--- config.mk ---
export PLATFORM = sky130hd
export DESIGN_NAME = binomial_coefficient_mod_prime_core
export DESIGN_NICKNAME = d
export VERILOG_FILES = /design/src/sv/bcmp_pkg.sv /design/src/sv/bcmp_mulmod.sv /design/src/sv/binomial_coefficient_mod_prime_core.sv
export SDC_FILE = /design/constraint.sdc
export NUM_CORES = 2
export LEC_CHECK = 0
export ABC_AREA = 1
export BUFFER_PORTS_ARGS = -buffer_cell sky130_fd_sc_hd__buf_2
export CORE_ASPECT_RATIO = 0.7
export CORE_UTILIZATION = 60
export CTS_CLUSTER_DIAMETER = 150
export CTS_CLUSTER_SIZE = 28
export DETAILED_ROUTE_END_ITERATION = 16
export HOLD_SLACK_MARGIN = 0.08
export PLACE_DENSITY_LB_ADDON = 0.1
export SLEW_MARGIN = 0
export SYNTH_ARGS = -nofsm -noshare
export SYNTH_HDL_FRONTEND = slang
export SYNTH_SLANG_ARGS = --single-unit
--- constraint.sdc ---
create_clock -name clk -period 8.57 [get_ports clk]
set_input_delay 0.857 -clock clk [delete_from_list [all_inputs] [get_ports clk]]
set_output_delay 0.857 -clock clk [all_outputs]
set_load 0.01 [all_outputs]
--- src/sv/bcmp_pkg.sv ---
// Shared constants, types and codes for the binomial coefficient modulo prime block.
package bcmp_pkg;

  // Field widths
  localparam int IN_W  = 10;
  localparam int RES_W = 30;

  // Modulus, Barrett reciprocal floor(2^60 / P) and Fermat exponent P-2
  localparam logic [RES_W-1:0] PRIME      = 30'd1000000007;
  localparam logic [RES_W:0]   BARRETT_MU = 31'd1152921496;
  localparam logic [RES_W-1:0] FERMAT_EXP = 30'd1000000005;

  localparam int EXP_W = RES_W;
  localparam int CNT_W = $clog2(EXP_W);

  localparam logic [RES_W-1:0] RES_ONE = 30'd1;

  // Pipeline depth of the modular multiplier
  localparam int MM_LAT = 4;

  // Operation slot tags within one round
  localparam logic TAG_SLOT0 = 1'b0;
  localparam logic TAG_SLOT1 = 1'b1;

  typedef enum logic [2:0] {
    ST_IDLE,
    ST_PROD,
    ST_POW,
    ST_FINAL,
    ST_WAIT
  } state_t;

  typedef enum logic [1:0] {
    PH_SLOT0,
    PH_SLOT1,
    PH_WAIT
  } phase_t;

  // Multiplier request from the sequencer
  typedef struct packed {
    logic             vld;
    logic             tag;
    logic [RES_W-1:0] opa;
    logic [RES_W-1:0] opb;
  } mm_req_t;

  // Multiplier response back to the sequencer
  typedef struct packed {
    logic             vld;
    logic             tag;
    logic [RES_W-1:0] value;
  } mm_rsp_t;

endpackage

--- src/sv/bcmp_mulmod.sv ---
// Pipelined Barrett modular multiplier, one request per cycle.
module bcmp_mulmod (
  input  logic              clk,
  input  logic              rst_n,
  input  bcmp_pkg::mm_req_t req,
  output bcmp_pkg::mm_rsp_t rsp
);

  localparam int RW = bcmp_pkg::RES_W;
  localparam logic [31:0] PrimeW = {2'b00, bcmp_pkg::PRIME};

  // Stage registers
  logic                s1_vld_r, s2_vld_r, s3_vld_r, s4_vld_r;
  logic                s1_tag_r, s2_tag_r, s3_tag_r, s4_tag_r;
  logic [2*RW-1:0]     prod_r;
  logic [2*RW+1:0]     q2_r;
  logic [31:0]         p2_lo_r, p3_lo_r;
  logic [31:0]         qp_lo_r;
  logic [RW-1:0]       res_r;

  logic [2*RW-1:0]     prod_nxt;
  logic [2*RW+1:0]     q2_nxt;
  logic [2*RW:0]       qp_full;
  logic [31:0]         diff, diff1, diff2;

  // Full product, then quotient estimate, then quotient times modulus
  assign prod_nxt = (2*RW)'(req.opa) * (2*RW)'(req.opb);
  assign q2_nxt   = (2*RW+2)'(prod_r[2*RW-1:RW-1]) * (2*RW+2)'(bcmp_pkg::BARRETT_MU);
  assign qp_full  = (2*RW+1)'(q2_r[2*RW+1:RW+1]) * (2*RW+1)'(bcmp_pkg::PRIME);

  // Remainder is below three times the modulus: fold twice
  always_comb begin
    diff  = p3_lo_r - qp_lo_r;
    diff1 = (diff >= PrimeW) ? (diff - PrimeW) : diff;
    diff2 = (diff1 >= PrimeW) ? (diff1 - PrimeW) : diff1;
  end

  // Advance valid bits
  always_ff @(posedge clk) begin
    if (!rst_n) begin
      s1_vld_r <= 1'b0;
      s2_vld_r <= 1'b0;
      s3_vld_r <= 1'b0;
      s4_vld_r <= 1'b0;
    end else begin
      s1_vld_r <= req.vld;
      s2_vld_r <= s1_vld_r;
      s3_vld_r <= s2_vld_r;
      s4_vld_r <= s3_vld_r;
    end
  end

  // Advance payload
  always_ff @(posedge clk) begin
    s1_tag_r <= req.tag;
    s2_tag_r <= s1_tag_r;
    s3_tag_r <= s2_tag_r;
    s4_tag_r <= s3_tag_r;
    prod_r   <= prod_nxt;
    q2_r     <= q2_nxt;
    p2_lo_r  <= prod_r[31:0];
    p3_lo_r  <= p2_lo_r;
    qp_lo_r  <= qp_full[31:0];
    res_r    <= diff2[RW-1:0];
  end

  assign rsp.vld   = s4_vld_r;
  assign rsp.tag   = s4_tag_r;
  assign rsp.value = res_r;

  a_res_reduced: assert property (@(posedge clk) disable iff (!rst_n)
    rsp.vld |-> (rsp.value < bcmp_pkg::PRIME))
    else $error("modular product not fully reduced");

  a_latency: assert property (@(posedge clk) disable iff (!rst_n)
    req.vld |-> ##4 rsp.vld)
    else $error("request did not return after pipeline latency");

  a_tag_kept: assert property (@(posedge clk) disable iff (!rst_n)
    req.vld |-> ##4 (rsp.tag == $past(req.tag, 4)))
    else $error("response tag does not match request");

endmodule

--- src/sv/binomial_coefficient_mod_prime_core.sv ---
// Top level: sequencer for C(n, r) mod 1000000007 on one shared modular multiplier.
//
//   channel | beat fields (tdata, lowest bit first)          | dir
//   in_     | n_value[9:0], r_value[19:10], zero [23:20]     | in
//   out_    | coefficient[29:0], zero [31:30]                | out
//
// Each round issues two products into the 4-stage multiplier and waits for both.
// out_tvalid rises after r product rounds, 30 square-and-multiply rounds for the Fermat
// inverse, one final round and the load into the output register; r > n skips the rounds
// and loads 0. in_tready returns the cycle after the load.
// in_tready is high only while idle; a finished result waits in the output register
// and the next item is accepted meanwhile. Reset is synchronous, active low.
module binomial_coefficient_mod_prime_core (
  input  logic        clk,
  input  logic        rst_n,
  input  logic        in_tvalid,
  output logic        in_tready,
  input  logic [23:0] in_tdata,   // n_value[9:0], r_value[19:10]
  output logic        out_tvalid,
  input  logic        out_tready,
  output logic [31:0] out_tdata   // coefficient[29:0]
);

  localparam int IW = bcmp_pkg::IN_W;
  localparam int RW = bcmp_pkg::RES_W;
  localparam int CW = bcmp_pkg::CNT_W;

  bcmp_pkg::state_t  state_r, state_nxt;
  bcmp_pkg::phase_t  phase_r;
  bcmp_pkg::mm_req_t req;
  bcmp_pkg::mm_rsp_t rsp;

  logic [IW-1:0] n_r, r_r, i_r;
  logic [CW-1:0] bit_cnt_r;
  logic [RW-1:0] f_r, a_r, b_r, res_r;
  logic [RW-1:0] out_data_r;
  logic          out_valid_r;

  logic [IW-1:0] in_n, in_r;
  logic [IW-1:0] i_inc;
  logic          in_fire, round_done, out_load, exp_bit;

  assign in_n       = in_tdata[IW-1:0];
  assign in_r       = in_tdata[2*IW-1:IW];
  assign in_tready  = (state_r == bcmp_pkg::ST_IDLE);
  assign in_fire    = in_tvalid && in_tready;
  assign i_inc      = i_r + IW'(1);
  assign exp_bit    = bcmp_pkg::FERMAT_EXP[bit_cnt_r];
  assign round_done = rsp.vld && (rsp.tag == bcmp_pkg::TAG_SLOT1);
  assign out_load   = (state_r == bcmp_pkg::ST_WAIT) && (!out_valid_r || out_tready);

  bcmp_mulmod u_mulmod (
    .clk   (clk),
    .rst_n (rst_n),
    .req   (req),
    .rsp   (rsp)
  );

  // Next state
  always_comb begin
    state_nxt = state_r;
    unique case (state_r)
      bcmp_pkg::ST_IDLE: begin
        if (in_fire) begin
          if (in_r > in_n)            state_nxt = bcmp_pkg::ST_WAIT;
          else if (in_r == IW'(0))    state_nxt = bcmp_pkg::ST_POW;
          else                        state_nxt = bcmp_pkg::ST_PROD;
        end
      end
      bcmp_pkg::ST_PROD: begin
        if (round_done && (i_inc == r_r)) state_nxt = bcmp_pkg::ST_POW;
      end
      bcmp_pkg::ST_POW: begin
        if (round_done && (bit_cnt_r == CW'(bcmp_pkg::EXP_W - 1)))
          state_nxt = bcmp_pkg::ST_FINAL;
      end
      bcmp_pkg::ST_FINAL: begin
        if (round_done) state_nxt = bcmp_pkg::ST_WAIT;
      end
      bcmp_pkg::ST_WAIT: begin
        if (out_load) state_nxt = bcmp_pkg::ST_IDLE;
      end
      default: state_nxt = bcmp_pkg::ST_IDLE;
    endcase
  end

  // Issue operands to the multiplier
  always_comb begin
    req.vld = 1'b0;
    req.tag = (phase_r == bcmp_pkg::PH_SLOT1) ? bcmp_pkg::TAG_SLOT1 : bcmp_pkg::TAG_SLOT0;
    req.opa = b_r;
    req.opb = b_r;
    unique case (state_r)
      bcmp_pkg::ST_PROD: begin
        req.vld = (phase_r != bcmp_pkg::PH_WAIT);
        if (phase_r == bcmp_pkg::PH_SLOT0) begin
          req.opa = f_r;
          req.opb = RW'(n_r - i_r);
        end else begin
          req.opa = b_r;
          req.opb = RW'(i_inc);
        end
      end
      bcmp_pkg::ST_POW: begin
        req.vld = (phase_r != bcmp_pkg::PH_WAIT);
        if (phase_r == bcmp_pkg::PH_SLOT0) begin
          req.opa = a_r;
          req.opb = exp_bit ? b_r : bcmp_pkg::RES_ONE;
        end
      end
      bcmp_pkg::ST_FINAL: begin
        req.vld = (phase_r != bcmp_pkg::PH_WAIT);
        if (phase_r == bcmp_pkg::PH_SLOT0) begin
          req.opa = f_r;
          req.opb = a_r;
        end
      end
      bcmp_pkg::ST_IDLE, bcmp_pkg::ST_WAIT: begin
        req.vld = 1'b0;
      end
      default: req.vld = 1'b0;
    endcase
  end

  // Control registers
  always_ff @(posedge clk) begin
    if (!rst_n) begin
      state_r     <= bcmp_pkg::ST_IDLE;
      phase_r     <= bcmp_pkg::PH_SLOT0;
      out_valid_r <= 1'b0;
    end else begin
      state_r <= state_nxt;
      if (round_done) begin
        phase_r <= bcmp_pkg::PH_SLOT0;
      end else if (req.vld && (phase_r == bcmp_pkg::PH_SLOT0)) begin
        phase_r <= bcmp_pkg::PH_SLOT1;
      end else if (req.vld) begin
        phase_r <= bcmp_pkg::PH_WAIT;
      end
      if (out_load)        out_valid_r <= 1'b1;
      else if (out_tready) out_valid_r <= 1'b0;
    end
  end

  // Operands, running products and result
  always_ff @(posedge clk) begin
    if (in_fire) begin
      n_r       <= in_n;
      r_r       <= in_r;
      i_r       <= '0;
      bit_cnt_r <= '0;
      f_r       <= bcmp_pkg::RES_ONE;
      a_r       <= bcmp_pkg::RES_ONE;
      b_r       <= bcmp_pkg::RES_ONE;
      res_r     <= '0;
    end else if (rsp.vld) begin
      unique case (state_r)
        bcmp_pkg::ST_PROD: begin
          if (rsp.tag == bcmp_pkg::TAG_SLOT0) begin
            f_r <= rsp.value;
          end else begin
            b_r <= rsp.value;
            i_r <= i_inc;
          end
        end
        bcmp_pkg::ST_POW: begin
          if (rsp.tag == bcmp_pkg::TAG_SLOT0) begin
            a_r <= rsp.value;
          end else begin
            b_r       <= rsp.value;
            bit_cnt_r <= bit_cnt_r + CW'(1);
          end
        end
        bcmp_pkg::ST_FINAL: begin
          if (rsp.tag == bcmp_pkg::TAG_SLOT0) res_r <= rsp.value;
        end
        default: ;
      endcase
    end
    if (out_load) out_data_r <= res_r;
  end

  assign out_tvalid = out_valid_r;
  assign out_tdata  = {2'b00, out_data_r};

  a_idle_drained: assert property (@(posedge clk) disable iff (!rst_n)
    (state_r == bcmp_pkg::ST_IDLE) |-> !rsp.vld)
    else $error("multiplier result returned while idle");

  a_issue_in_work: assert property (@(posedge clk) disable iff (!rst_n)
    req.vld |-> (state_r == bcmp_pkg::ST_PROD || state_r == bcmp_pkg::ST_POW ||
                 state_r == bcmp_pkg::ST_FINAL))
    else $error("multiplier issue outside a working state");

  a_round_bound: assert property (@(posedge clk) disable iff (!rst_n)
    (state_r == bcmp_pkg::ST_PROD) |-> (i_r < r_r))
    else $error("product round count ran past r");

endmodule
# Word level (Yosys, flattened, before mapping)
# Memories as Yosys holds them, arrays and structs flattened. A register that Yosys moved wholly into a read port is not among the register bits.
# Index checks and enable logic that the tools add are counted.
[totals]
input_bits = 28
ff_bits = 444
output_inout_bits = 34
n_memories = 1
romBits = 32
elab_cells = 104
[mem_list]
columns = ["name", "words", "word_bits", "rd", "rd_ports_with_merged_regs", "wr", "line", "text"]
rows = [
  ["(no name shown)", 32, 1, 1, 1, 0, "binomial_coefficient_mod_prime_core.sv:48", "assign exp_bit = bcmp_pkg::FERMAT_EXP[bit_cnt_r];"],
]
[classes]
n_addsub = 6
n_mux = 24
bitwise_logic = 2
n_lt_le_gt_ge = 4
reduce_logical = 24
eq_ne = 13
n_mul = 3
[ops]
columns = ["operator", "count"]
rows = [
  ["60-bit two-way mux", 3],
  ["60-bit one-hot mux with 3 select lines", 1],
  ["32-bit by 30-bit >= comparator with 1-bit output (second input constant)", 2],
  ["30-bit by 30-bit multiplier with 60-bit output", 1],
  ["30-bit two-way mux", 2],
  ["31-bit by 28-bit multiplier with 59-bit output (second input constant)", 1],
  ["31-bit by 30-bit multiplier with 32-bit output (second input constant)", 1],
  ["32-bit two-way mux", 1],
  ["32-bit by 30-bit subtractor with 32-bit output (second input constant)", 1],
  ["32-bit subtractor", 1],
  ["30-bit subtractor (second input constant)", 1],
  ["3-bit two-way mux", 6],
  ["3-bit AND reduction", 6],
  ["3-bit one-hot mux with 5 select lines", 1],
  ["10-bit by 10-bit subtractor with 11-bit output", 1],
  ["10-bit by 1-bit adder with 10-bit output (second input constant)", 1],
  ["10-bit == test", 1],
  ["10-bit > comparator", 1],
  ["10-bit zero test", 1],
  ["5-bit two-way mux", 2],
  ["2-bit != test (second input constant)", 5],
  ["1-bit two-way mux", 7],
  ["3-bit by 2-bit == test with 1-bit output (second input constant)", 2],
  ["1-bit logical AND", 6],
  ["other kinds (17)", 21],
]

# Longest topological paths before layout
[logic_depth]
ltp_word = 6
ltp_mapped = 55
depth_no_buf = 54

# Cells and area by module
# Synthesis repeated with hierarchy kept, for this count alone.
[hier_totals]
hier_cells = 8948
area_unflattened_um2 = 71122.0
[modules_own_cells]
columns = ["module", "n_inst", "seq_area_each_um2", "area_per_inst_um2", "cells_each"]
rows = [
  ["bcmp_mulmod", 1, 4504.3, 61604.1, 7669],
  ["binomial_coefficient_mod_prime_core", 1, 4344.2, 9517.9, 1279],
]

# Worst setup path before layout
# OpenSTA, ideal clock, no wires.
[synth_timing]
path_kind = "flip-flop to flip-flop"
start = "register n_r[0]"
end = "register u_mulmod.prod_r[51]"
n_path_buf = 1
path_slack_ns = -0.504
stages_incl_launch_ff = 47
period_less_slack_ns = 9.074
setup_time_ns = 0.123
arrival_time_ns = 8.951
required_time_ns = 8.447
cell_sequence = "edfxtp_1 inv_1 ha_1 inv_1 fa_1 nand3_1 nand2_1 nand2_1 inv_1 nor2_1 o21bai_1 nand2_1 inv_1 or2_2 a21oi_1 nor2_1 o21ai_0 o211ai_1 [... 11 more ...] fa_1 inv_1 fa_1 fa_1 inv_1 fa_1 inv_1 ha_1 nand2_1 nor2_1 inv_1 o21ai_0 a21oi_1 o21ai_0 a21oi_1 o21ai_0 a21oi_1 xor2_1"
[synth_via]
elab_chain_cells = 4
[synth_rtl]
columns = ["element", "line", "text"]
rows = [
  ["start, declared", "binomial_coefficient_mod_prime_core.sv:33", "logic [IW-1:0] n_r, r_r, i_r;"],
  ["start signal, assigned", "binomial_coefficient_mod_prime_core.sv:148", "n_r <= in_n;"],
  ["10-bit by 10-bit subtractor with 11-bit output", "binomial_coefficient_mod_prime_core.sv:98", "req.opb = RW'(n_r - i_r);"],
  ["60-bit two-way mux", "binomial_coefficient_mod_prime_core.sv:96", "if (phase_r == bcmp_pkg::PH_SLOT0) begin"],
  ["60-bit one-hot mux with 3 select lines", "binomial_coefficient_mod_prime_core.sv:93", "unique case (state_r)"],
  ["30-bit by 30-bit multiplier with 60-bit output", "bcmp_mulmod.sv:27", "assign prod_nxt = (2*RW)'(req.opa) * (2*RW)'(req.opb);"],
  ["net u_mulmod.prod_nxt[51]", "bcmp_mulmod.sv:21", "logic [2*RW-1:0] prod_nxt;"],
  ["end signal, assigned", "bcmp_mulmod.sv:59", "prod_r <= prod_nxt;"],
  ["end, declared", "bcmp_mulmod.sv:15", "logic [2*RW-1:0] prod_r;"],
]
# The timed path passes the listed nets, and every way through them passes these cells.
# A chain may end at the register's enable or synchronous reset.

# Worst setup path after layout
[layout_timing]
start = "register n_r[0]"
end = "register u_mulmod.prod_r[47]"
# The elaborated chain is that of the path after synthesis.

==> results summary <==
The final reports fail on negative setup slack. The number of DRC markers after the initial detailed-route iteration is 5,674. The final worst-path cycle share came out at 108%. The worst setup path is of the flip-flop to flip-flop kind. The slowest stage of the critical path belongs to the cell sky130_fd_sc_hd__fa_2. The endpoint identified for the worst register-to-register timing path is u_mulmod.prod_r[47]. The share of layout cells above drive strength 1 came out at 15.0%. Input and output buffers added on the ports amount to 55. The detail route stage leaves a number of antenna-violating nets equal to 0. The post-detailed-route DRC marker count is 0.

The synthesized area divided by synthesized cell count came out at 8.23 um^2. The number of buffers inserted by hold repair at cts is 0. The worst-case setup margin in the final layout came out at -0.696 ns. The number of cells traversed by the worst register-to-register path is 46. The path with the worst hold slack has its endpoint at u_mulmod.p3_lo_r[28]. The number of antenna diodes in the final layout is 0. The TritonCTS clock tree is done. The detailed-route via count is 58,400.

The initial antenna violation count came to 1. Setup repair after global routing could not meet its margin everywhere. The global routing usage summed across all routing layers came out at 39.9%. The number of levels the H-tree was split into came out at 1.

The routed length per instance is 22.0 um. The first detailed-routing pass took 5 iterations. The clock period minus worst slack came out at 9.27 ns. The mean number of vias per cell came out at 5.57. The max-cap check violation count came out at 0. The standard-cell row count came out at 103. The total count of hold-check failures in the final report is 0. The clock insertion delay at the later pin of the skew report is 0.59 ns. The count of distinct cell types in the synthesized netlist is 62. Compared with the post-synthesis result, the final layout area differs by 15.3%.

The slew at the pin closest to its max-slew limit came out at 1.22 ns. Measured against its own limit, the worst slew margin works out to 18.4%. The critical-path maximum fanout came out at 11. The run finished, with violations left. The worst hold path belongs to the class flip-flop to flip-flop.

The full die area came out at 116,000 um^2. The mapped cell area came out at 69,000 um^2. The final layout contains 11,000 nets.

Adding up every negative setup slack in the final design gives -17.84 ns. The die span in x is 407 um. The worst path arrival time is 9.76 ns. For this run the aggregate overflow at the end of global routing stands at 0. The area of the core is 113,000 um^2. Setup violations remaining at the end of the flow were counted as 38.

The startpoint identified for the worst hold timing path is u_mulmod.p2_lo_r[28]. At the end of routability-driven placement, the weighted congestion stood at 1.06. After clock tree synthesis, the clock-pin slew on the worst setup and hold paths is 0.13 ns.

The worst register-to-register path begins at n_r[0]. The worst clock skew on the final layout is 0.0291 ns. STA classifies the critical path startpoint as a flip-flop.

The total count of max-transition violations in the final report came to 0. The number of enable flip-flop cells after synthesis came out at 50. The timing-limited maximum frequency is 108 MHz. The total I/O pin count is 62. The HPWL after detailed placement came out at 193 mm. At the worst endpoint, the required time is 9.07 ns. In this run the register-to-register setup slack is -0.70 ns. The die height is 286 um. Entering global routing, the biggest net connects 132 pins. The cell sitting at the root of the clock tree is a sky130_fd_sc_hd__clkbuf_16. Counting flops and latches in the post-synthesis netlist gives 417. The worst-case clock buffer depth came out at 3. The global-route wire length before repair is 352 mm. The main flop type after synthesis is sky130_fd_sc_hd__dfxtp_1. The initial standard-cell utilization of the core came out at 60.9%. The number of global-route vias before repair is 58,900. STA classifies the critical path endpoint as a flip-flop. In the synthesized netlist, the number of instances is 8,385. The largest single stage delay on the critical path is 0.58 ns. The sequential area share after synthesis came out at 12.8%. The number of cells on the worst hold path is 0.

Counting flops with an async set or reset pin after synthesis yields a share of 0%. The routed design has 231 mm of wire. The number of warnings issued by yosys came out at 0. The TritonCTS sink count came out at 417. The CTS buffer count is 18.
## cell families (layout without fill, tap and decap cells)
logic type | Yosys count | after routing | synth area share (%)
flops | 417 | 417 | 12.8
compound gates | 758 | 758 | 6.24
fa+ha+maj | 2044 | 2044 | 50.4
buf+inv | 2276 | 2841 | 12.5
other cells | 1 | 2 | 0.00543
simple gates | 2698 | 2698 | 15.6
xor+xnor | 191 | 191 | 2.43
## how the worst max path moves through the flow
stage,startpoint,end,slack (ns),cells past startpoint
floorplan,n_r[0],u_mulmod.prod_r[51],-0.03,49
global placement,n_r[0],u_mulmod.prod_r[38],-1.13,49
detailed placement,n_r[0],u_mulmod.prod_r[38],-1.20,49
CTS,n_r[0],u_mulmod.prod_r[47],-0.56,50
global route,n_r[0],u_mulmod.prod_r[53],-0.98,47
finish,n_r[0],u_mulmod.prod_r[47],-0.70,46
## placed cells by master, fill, tap and decap left out, drive strengths merged, types with 3 or more instances in the layout
cell type	instances
inv	2032
nand2	1345
fa	1225
nor2	1056
ha	819
buf	756
dfxtp	367
o21ai	315
a21oi	272
nand3	186
xor2	129
xnor2	62
edfxtp	50
nand4	43
o211ai	42
a31oi	34
clkbuf	27
nor3	25
o221ai	25
clkinv	25
or2	19
o21a	13
nor4	11
o21bai	10
a21boi	8
a211oi	7
nand3b	7
o2111ai	7
a21o	6
a22oi	3
o31ai	3
## through the flow
step	hold slack (ns)	cells	instance area [um^2]	setup WS (ns)	utilization [%]
floorplan	0.310	8386	69200	-0.0298	-
global placement	0.311	10300	75500	-1.13	66.5
detailed placement	0.312	10300	75500	-1.20	66.5
CTS	0.327	10400	78100	-0.564	68.9
global route	0.334	10500	79600	-0.979	70.2
finish	0.327	10500	79600	-0.696	70.2
## cell type report
cell class                 count  area (um^2)
multi-input combinational   5693        53900
fill                        9158        33800
sequential                   417         8850
inverter                    2055         7750
timing repair buffer         759         6750
tap                         1522         1900
clock buffer                  25          477
clock inverter                 2         21.3
## layer usage
metal  part of all wire [%]  global-route usage, %
met4                    3.0                   9.45
met1                     43                   58.2
met5                  0.064                      0
met2                     41                   57.0
met3                     13                   13.6
## flip-flops by register name, summed over array words and instances, names as in the netlist, 2 cells and up
signal,count
u_mulmod.prod_r,60
u_mulmod.p2_lo_r,32
u_mulmod.p3_lo_r,32
u_mulmod.qp_lo_r,32
u_mulmod.q2_r,31
a_r,30
b_r,30
f_r,30
out_data_r,30
res_r,30
u_mulmod.res_r,30
i_r,10
n_r,10
r_r,10
bit_cnt_r,5
state_r,3
phase_r,2
## worst max-delay path: cells and delay by family (launching register included)
kind                     cells  cell delay, ns
AO/OA/AOI/OAI               11            1.50
buffers and inverters       14            1.37
adder cells (fa/ha/maj)     11            4.86
XOR/XNOR                     1            0.13
AND/OR/NAND/NOR              9            0.89
flip-flops                   1            0.39
## cells in the mapped netlist, types with 39 or more instances
cell	n	area share, %
sky130_fd_sc_hd__nor2_1	1040	5.7
sky130_fd_sc_hd__xor2_1	128	1.6
sky130_fd_sc_hd__nand3_1	183	1.3
sky130_fd_sc_hd__dfxtp_1	367	11
sky130_fd_sc_hd__o211ai_1	42	0.46
sky130_fd_sc_hd__fa_1	1225	36
sky130_fd_sc_hd__nand2_1	1305	7.1
sky130_fd_sc_hd__nand2_2	39	0.35
sky130_fd_sc_hd__inv_1	2018	11
sky130_fd_sc_hd__nand4_1	43	0.39
sky130_fd_sc_hd__a21oi_1	269	1.9
sky130_fd_sc_hd__xnor2_1	62	0.79
sky130_fd_sc_hd__clkbuf_1	198	1.1
sky130_fd_sc_hd__o21ai_0	289	2.1
sky130_fd_sc_hd__ha_1	819	15
sky130_fd_sc_hd__edfxtp_1	50	2.2
## timing repair
action | CTS | global route
hold endpoints to repair | 0 | 0
resized for setup | 354 | 316
buffers inserted | 76 | 47
pin swaps | 118 | 186
setup endpoints to repair | 41 | 44
gates cloned | 3 | 2
Power is not shown: default switching activity piles up to over one toggle a cycle in this logic, so the estimate is an artifact.
